<file path="config.mk">
export PLATFORM = sky130hd
export DESIGN_NAME = abm_power
export DESIGN_NICKNAME = d
export VERILOG_FILES = /design/src/rtl/abm_pkg.sv /design/src/rtl/abm_power.sv
export SDC_FILE = /design/constraint.sdc
export NUM_CORES = 2
export LEC_CHECK = 0
export BUFFER_PORTS_ARGS = -buffer_cell sky130_fd_sc_hd__buf_4
export CELL_PAD_IN_SITES_DETAIL_PLACEMENT = 2
export CELL_PAD_IN_SITES_GLOBAL_PLACEMENT = 2
export CORE_MARGIN = 3
export CORE_UTILIZATION = 40
export DETAILED_ROUTE_END_ITERATION = 8
export HOLD_SLACK_MARGIN = 0.05
export PLACE_DENSITY_LB_ADDON = 0.05
export SLEW_MARGIN = 30
export SYNTH_ARGS = -nofsm -noshare
export SYNTH_HDL_FRONTEND = slang
export SYNTH_SLANG_ARGS = --single-unit
</file>
<file path="constraint.sdc">
create_clock -name clk -period 8.56 [get_ports clk]
set_input_delay 0.428 -clock clk [delete_from_list [all_inputs] [get_ports clk]]
set_output_delay 0.428 -clock clk [all_outputs]
set_load 0.01 [all_outputs]
</file>
<file path="src/rtl/abm_pkg.sv">
// Shared types, constants and state codes of the audio bar meter.
`default_nettype none

package abm_pkg;

  // Default sizing of the meter
  localparam int COLUMNS_DEF     = 128;
  localparam int POINTS_DEF      = 512;
  localparam int HOLD_FRAMES_DEF = 500;
  localparam int SAMPLE_BITS_DEF = 24;

  // Fixed field widths
  localparam int STEP_W    = 13;
  localparam int DCOUNT_W  = 12;
  localparam int LEVEL_W   = 16;
  localparam int COL_IDX_W = 7;
  localparam int SUM_W     = 32;

  localparam logic [STEP_W-1:0] STEP_MAX = 13'd4096;
  localparam logic [STEP_W-1:0] STEP_MIN = 13'd1;

  // 1.5e-7 in unsigned Q48
  localparam int SCALE_W = 26;
  localparam logic [SCALE_W-1:0] SCALE_Q48 = 26'd42221247;

  // Log2 unit: integer part, fraction and mantissa widths
  localparam int LOG_INT_W  = 6;
  localparam int LOG_FRAC_W = 16;
  localparam int LOG_W      = LOG_INT_W + LOG_FRAC_W;
  localparam int MANT_W     = 32;
  localparam int WORD_W     = 64;
  localparam int NORM_STEPS = 6;

  // Signed width for the exponent compare
  localparam int CMP_W = 30;
  localparam logic [CMP_W-1:0] LIM_OFFSET = 30'd9961472;  // 152 * 2^16

  typedef struct packed {
    logic                    start;
    logic signed [SUM_W-1:0] sum;
  } abm_pw_req_t;

  typedef struct packed {
    logic               done;
    logic [LEVEL_W-1:0] level;
  } abm_pw_rsp_t;

  typedef enum logic [2:0] {
    PW_IDLE,
    PW_SCALE,
    PW_NORM,
    PW_SQUARE,
    PW_DECIDE,
    PW_DONE
  } pw_state_t;

  typedef enum logic [2:0] {
    ST_CLEAR,
    ST_IDLE,
    ST_POWER,
    ST_DIV_MUL,
    ST_DIV_BACK,
    ST_DIV_FIX,
    ST_WRITE,
    ST_SWEEP
  } top_state_t;

endpackage

`default_nettype wire

</file>
<file path="src/rtl/abm_power.sv">
// Power-law level unit: scale a column sum and raise it to 0.45 via log2 bisection.
`default_nettype none

module abm_power (
  input  logic                clk,
  input  logic                rst_n,
  input  abm_pkg::abm_pw_req_t req,
  output abm_pkg::abm_pw_rsp_t rsp
);
  import abm_pkg::*;

  localparam int SC_W = SUM_W - 1 + SCALE_W;

  pw_state_t state_r, state_nxt;

  logic signed [SUM_W-1:0]  sum_r;
  logic [WORD_W-1:0]        v_r;
  logic [LOG_INT_W-1:0]     p_r;
  logic [2:0]               k_r;
  logic [3:0]               sq_cnt_r;
  logic [MANT_W-1:0]        m_r;
  logic [LOG_FRAC_W-1:0]    frac_r;
  logic                     is_x_r;
  logic signed [CMP_W-1:0]  lim_r;
  logic [LEVEL_W-1:0]       lo_r, hi_r, mid_r, res_r;

  logic                     sum_pos;
  logic [SC_W-1:0]          prod_sc;
  logic [5:0]               shamt;
  logic [WORD_W-1:0]        top_mask;
  logic                     top_zero;
  logic [WORD_W-1:0]        v_nxt;
  logic [LOG_INT_W-1:0]     p_nxt;
  logic [2*MANT_W-1:0]      sq;
  logic [MANT_W:0]          sq_top;
  logic [MANT_W-1:0]        m_nxt;
  logic [LOG_W-1:0]         log_v;
  logic [CMP_W-1:0]         l_ext;
  logic [CMP_W-1:0]         lim_calc;
  logic [CMP_W-1:0]         t20;
  logic                     pass;
  logic [LEVEL_W-1:0]       lo_n, hi_n, mid_n;
  logic [LEVEL_W:0]         mid_sum;

  assign sum_pos = !sum_r[SUM_W-1] && (sum_r != '0);
  assign prod_sc = {{SCALE_W{1'b0}}, sum_r[SUM_W-2:0]} * {{(SUM_W-1){1'b0}}, SCALE_Q48};

  // Leading-zero search, halving the step each cycle
  assign shamt    = 6'd32 >> k_r;
  assign top_mask = ~({WORD_W{1'b1}} >> shamt);
  assign top_zero = (v_r & top_mask) == '0;
  assign v_nxt    = top_zero ? (v_r << shamt) : v_r;
  assign p_nxt    = top_zero ? (p_r - shamt) : p_r;

  // One mantissa squaring per cycle
  assign sq     = {{MANT_W{1'b0}}, m_r} * {{MANT_W{1'b0}}, m_r};
  assign sq_top = sq[2*MANT_W-1:MANT_W-1];
  assign m_nxt  = sq_top[MANT_W] ? sq_top[MANT_W:1] : sq_top[MANT_W-1:0];

  assign log_v    = {p_r, frac_r};
  assign l_ext    = {{(CMP_W-LOG_W){1'b0}}, log_v};
  assign lim_calc = (l_ext << 3) + l_ext - LIM_OFFSET;
  assign t20      = (l_ext << 4) + (l_ext << 2);
  assign pass     = $signed(t20) <= lim_r;

  always_comb begin
    if (is_x_r) begin
      lo_n = '0;
      hi_n = '1;
    end else if (pass) begin
      lo_n = mid_r;
      hi_n = hi_r;
    end else begin
      lo_n = lo_r;
      hi_n = mid_r - 16'd1;
    end
    mid_sum = {1'b0, lo_n} + {1'b0, hi_n} + 17'd1;
    mid_n   = mid_sum[LEVEL_W:1];
  end

  always_comb begin
    state_nxt = state_r;
    unique case (state_r)
      PW_IDLE:   if (req.start) state_nxt = PW_SCALE;
      PW_SCALE:  state_nxt = sum_pos ? PW_NORM : PW_DONE;
      PW_NORM:   if (k_r == 3'(NORM_STEPS - 1)) state_nxt = PW_SQUARE;
      PW_SQUARE: if (sq_cnt_r == 4'(LOG_FRAC_W - 1)) state_nxt = PW_DECIDE;
      PW_DECIDE: state_nxt = (lo_n < hi_n) ? PW_NORM : PW_DONE;
      PW_DONE:   state_nxt = PW_IDLE;
      default:   state_nxt = PW_IDLE;
    endcase
  end

  always_comb begin
    rsp.done  = (state_r == PW_DONE);
    rsp.level = res_r;
  end

  always_ff @(posedge clk) begin
    if (!rst_n) begin
      state_r <= PW_IDLE;
    end else begin
      state_r <= state_nxt;
    end
  end

  always_ff @(posedge clk) begin
    case (state_r)
      PW_IDLE: begin
        if (req.start) sum_r <= req.sum;
      end
      PW_SCALE: begin
        res_r  <= '0;
        v_r    <= {{(WORD_W-SC_W){1'b0}}, prod_sc};
        p_r    <= '1;
        k_r    <= '0;
        is_x_r <= 1'b1;
      end
      PW_NORM: begin
        v_r <= v_nxt;
        p_r <= p_nxt;
        k_r <= k_r + 3'd1;
        if (k_r == 3'(NORM_STEPS - 1)) begin
          m_r      <= v_nxt[WORD_W-1:WORD_W-MANT_W];
          frac_r   <= '0;
          sq_cnt_r <= '0;
        end
      end
      PW_SQUARE: begin
        m_r      <= m_nxt;
        frac_r   <= {frac_r[LOG_FRAC_W-2:0], sq_top[MANT_W]};
        sq_cnt_r <= sq_cnt_r + 4'd1;
      end
      PW_DECIDE: begin
        if (is_x_r) lim_r <= $signed(lim_calc);
        lo_r <= lo_n;
        hi_r <= hi_n;
        if (lo_n < hi_n) begin
          mid_r  <= mid_n;
          v_r    <= {{(WORD_W-LEVEL_W){1'b0}}, mid_n};
          p_r    <= '1;
          k_r    <= '0;
          is_x_r <= 1'b0;
        end else begin
          res_r <= lo_n;
        end
      end
      default: begin
      end
    endcase
  end

endmodule

`default_nettype wire

</file>
# Word level (Yosys, flattened, before mapping)
# Cells that the tools add are included.
[word_totals]
output_inout_bits = 17
elab_cells = 92
ff_bits = 255
input_bits = 35
[op_classes]
add_sub_neg = 9
n_mul = 2
n_shift = 3
eq_ne = 13
muxes = 29
reduce_logical = 17
order_cmp = 2
bitwise = 2
[op_table]
columns = ["op", "n"]
rows = [
  ["$pmux W64 S3", 1],
  ["$mux W64", 2],
  ["$mux W16", 6],
  ["$and A64 B64 Y64", 1],
  ["$logic_not A64 Y1", 1],
  ["$mul A32 B32 Y64", 1],
  ["$mux W32", 2],
  ["$not A64 Y64", 1],
  ["$pmux W16 S2", 2],
  ["$pmux W32 S2", 1],
  ["$shl A64 B6 Y64", 1],
  ["$shr A64 B6 Y64 const A", 1],
  ["$mul A31 B26 Y57 const B", 1],
  ["$reduce_bool A32 Y1", 1],
  ["$le A28 B30 Y1", 1],
  ["$add A26 B24 Y27", 1],
  ["$sub A26 B24 Y27 const B", 1],
  ["$add A25 B22 Y26", 1],
  ["$mux W3", 6],
  ["$pmux W6 S3", 1],
  ["$add A16 B16 Y17", 1],
  ["$add A17 B1 Y17 const B", 1],
  ["$lt A16 B16 Y1", 1],
  ["$sub A16 B1 Y16 const B", 1],
  ["other kinds (23)", 40],
]

# Logic depth before layout (Yosys ltp)
[logic_depth]
depth_word = 8
depth_mapped = 36
mapped_depth_nobuf = 34

# Least setup slack after synthesis
# No wires, ideal clock.
[synth_timing]
path_kind = "register to register"
startpoint = "register m_r[27]"
endpoint = "register m_r[24] (data pin)"
setup_ps = 259
synth_period_minus_slack_ps = 7997
required_ps = 8301
arrival_ps = 7738
n_path_buf = 3
setup_slack_ps = 563
path_stages_with_launch = 30
path_cell_list = "edfxtp_1 > clkbuf_1 > clkbuf_1 > nand2_1 > fa_1 > fa_1 > inv_1 > fa_1 > inv_1 > fa_1 > inv_1 > fa_1 > fa_1 > fa_1 > inv_1 > fa_1 > inv_1 > ha_1 > a21oi_1 > o21ai_0 > a31oi_1 > o21ai_0 > or2_2 > o211ai_2 > a211oi_2 > nor3_2 > xor2_1 > buf_2 > nor3_1 > a211o_1"
[synth_between]
elab_chain_cells = 3
[synth_lines]
columns = ["item", "line", "rtl"]
rows = [
  ["from (decl)", "abm_power.sv:21", "logic [MANT_W-1:0] m_r;"],
  ["from (signal assigned)", "abm_power.sv:124", "m_r <= v_nxt[WORD_W-1:WORD_W-MANT_W];"],
  ["from (signal assigned)", "abm_power.sv:130", "m_r <= m_nxt;"],
  ["$mul A32 B32 Y64", "abm_power.sv:56", "assign sq = {{MANT_W{1'b0}}, m_r} * {{MANT_W{1'b0}}, m_r};"],
  ["$mux W32", "abm_power.sv:58", "assign m_nxt = sq_top[MANT_W] ? sq_top[MANT_W:1] : sq_top[MANT_W-1:0];"],
  ["$pmux W32 S2", "abm_power.sv:108", "case (state_r)"],
]
# Every way passes these cells.
# A chain may end at the register's enable or synchronous reset.

# Worst setup path in the final report
[layout_timing]
startpoint = "register m_r[4]"
endpoint = "register m_r[17] (data pin)"
# The elaborated chain is that of the path after synthesis.

==> metrics.txt <==
total congestion overflow after global routing=0; I/O pin total=52; largest net degree at the start of global routing=60; Vias per Instance=approximately 5.3; share of Yosys cell area claimed by the top area cell type=0.368; clk sinks=between 200 and 300; biggest area consumer among synthesized cells=fa_1; maximum buffer depth of the clock tree=3; clock-pin slew on the worst setup and hold paths=0.07 ns; DRC marker count from the first detailed-route iteration=1824; die width=396 um; yosys warns=0; Root Driver=clkbuf_16; share of the cycle needed by the critical path after routing=0.981; number of antenna violations at the first check in global routing=1; starting density of the core=0.405; Least-Margin Pin Slew=between 0.9 and 1 ns; most frequent standard cell in the layout excluding fill and tap cells=inv_1; arrival time at the worst endpoint=just under 9 ns; first-pass GRT wire length=319000 um; Clock Skews=0.0696 ns; share of post-route cells with drive strength above 1=0.0793; commonest cells after routing, fill and taps aside=1550 x inv_1, 1110 x fa_1, 707 x ha_1; number of synthesized flops with an enable pin=between 200 and 250; f_max=119 MHz; hold crit path type=input port to flip-flop; max-slew violation count=0; worst reg-to-reg path cell count=30; maximum fanout count along the critical path=7; post-synthesis area per instance=just under 10 sq um; wire per inst=between 20 and 25 um; via count of the first global-routing pass=53000; Post-synth ARST share=0; Post-Synthesis Cells=6278; Synth Area in Compound Gates=0.0871; area of placed instances=0.0649 sq mm; synth-to-layout area growth=10.3%; count of inserted antenna diode cells=0; Final Util=0.446; count of input and output buffers=~50; MaxCap Viol Count=0; Nets=8303; core area=0.150 sq mm; Critical Path Sink Type=flip-flop; WL final=206000 um; kind of start point of the critical path=flip-flop; area of the multi-input gates=0.0471 sq mm; syn nets=8152; area fraction in and, or, nand and nor cells after synthesis=0.0966; post-synthesis xor/xnor area fraction=0.0260; mux cell area share after synthesis=0.0406; number of buffers created by CTS=30; run status=completed; Skew-Pair Late Insertion Delay=0.66 ns; FF-to-FF End=m_r[17]$_DFFE_PP_; aggregate negative setup slack=0 ns; detailed-placement wirelength estimate=172000 um; H-tree levels=1; main combinational cell family by area after synthesis=adder cells; Critical path origin=m_r[4]$_DFFE_PP_; TritonRoute pass-1 iters=5; Primary FF master, synth=edfxtp_1; count of final setup violators=0; most common cell type on the critical path=fa_1; gr usage total=0.263; Routed Antenna Nets=0; slowest stage delay, CP=0.59 ns; critical register-to-register path startpoint=m_r[4]$_DFFE_PP_; synthesized area=0.0609 sq mm; die area=0.157 sq mm; Fill cells=between 15000 and 20000; die boundary height=between 300 and 400 um; number of standard-cell rows in the floorplan=roughly 140; category of the most critical setup path=flip-flop to flip-flop; Register-to-Register Setup Slack=0.16 ns; CP max stage cell=fa_1; Final GP Congestion=0.891; normalized max-slew margin=0.383; Required @ worst endpoint=8.89 ns; final worst path period need=8.40 ns; number of storage elements in the synthesis netlist=roughly 250; TritonCTS clock tree=built; biggest area contributors in the synthesized netlist=fa_1 37%, ha_1 15%, edfxtp_1 12%, inv_1 9.6%, mux2i_1 2.8%; Hold Path Depth=5; DRC viols=0; via count=about 45000; part of the Yosys area used for sequential elements=0.124; hold endpoint=state_r[0]$_SDFFE_PN0P_; Adder-Cell Fraction of Synth Area=0.516; number of distinct library cell variants in the gate-level netlist after synthesis=92; flip-flop and latch area=0.00754 sq mm; final hold violation count=0; Worst Hold Launch=req[32]; Design Area, Final=0.0672 sq mm
## repair_timing
item	in CTS	in global routing
gates resized for setup	5	91
gates cloned	0	4
buffers inserted	10	31
pin swaps	2	55
hold buffers	33	0
hold endpoints to repair	34	0
endpoints found under the setup margin	27	110
## routing by layer
metal | part of all wire | global-route usage | wire (um)
met1 | 0.40 | 0.318 | 83100
met2 | 0.55 | 0.507 | 112000
met3 | 0.019 | 0.0119 | 3810
met4 | 0.030 | 0.0682 | 6190
met5 | 0 | 0 | 0
## through the flow
step	std cells	worst slack (ns)	hold WS, ns
detailed placement	8335	-0.151	0.599
global route	8469	-0.129	0.403
global placement	8335	0.00502	0.583
finish	8469	0.163	0.342
floorplan	6278	0.563	0.504
CTS	8434	0.0166	0.298
## state kept, by name, indices dropped and copies added (netlist names)
name,flops
v_r,64
m_r,32
sum_r,32
lim_r,27
frac_r,16
hi_r,16
lo_r,16
mid_r,16
res_r,16
p_r,6
sq_cnt_r,4
k_r,3
state_r,3
is_x_r,1
## cells by family (layout without fill, tap and decap cells)
logic type                 count (synthesis)  in the layout
adders and majority gates               1840           1840
buffers and inverters                   1774           1949
muxes                                    205            205
AOI/OAI and AO/OA                        812            812
DFF                                      252            252
xor gates and xnor gates                 180            180
and+or+nand+nor                         1215           1215
## worst max-delay path, delay by kind of cell (launching register included)
kind	cells	cell delay, ns
adder cells (fa/ha/maj)	9	4.40
AND/OR/NAND/NOR	5	0.83
flip-flops	1	0.42
buffers and inverters	9	1.11
AO/OA/AOI/OAI	7	1.32
## worst max-delay path by stage
stage,slack (ns),depth (start not counted),to
5_1_grt,-0.13,30,m_r[23]$_DFFE_PP_
4_1_cts,0.02,31,m_r[7]$_DFFE_PP_
2_1_floorplan,0.56,29,m_r[24]$_DFFE_PP_
3_5_place_dp,-0.15,31,m_r[7]$_DFFE_PP_
6_report,0.16,30,m_r[17]$_DFFE_PP_
3_3_place_gp,0.005,28,m_r[7]$_DFFE_PP_
## Yosys cell counts, types with 9 or more instances
cell / count
nand3_1: 54
nor2_1: 217
nand2b_1: 42
o211ai_1: 12
o21ai_0: 151
xnor2_1: 103
buf_1: 14
o221ai_1: 19
ha_1: 719
a221o_1: 12
edfxtp_1: 249
o21a_1: 26
nor3_1: 62
nor2b_1: 32
o32ai_1: 12
or3_1: 16
xor2_1: 76
nand4_1: 23
a22oi_1: 19
mux4_2: 33
a31o_2: 13
o22ai_1: 38
mux2i_1: 168
a31oi_1: 32
inv_1: 1554
buf_2: 21
and3_1: 47
nor4_1: 10
and2_1: 244
o21bai_1: 34
fa_1: 1120
nand2_1: 431
a21o_1: 88
or2_2: 9
o31ai_1: 17
a211oi_1: 27
a21oi_1: 222
clkbuf_1: 179
## layout make-up
| class | instances | share of cell area |
|---|---|---|
| clock buffers | 34 | 0.0118 |
| repair buffers | 334 | 0.0459 |
| multi-input cells | 4252 | 0.701 |
| clock inverters | 22 | 0.00389 |
| flip-flops and latches | 252 | 0.112 |
| inverters | 1559 | 0.0873 |
| well taps | 2016 | 0.0375 |
Power is left out: the tool's default activity adds up to more than one toggle a clock period on the data nets, which glitch-free logic cannot reach.
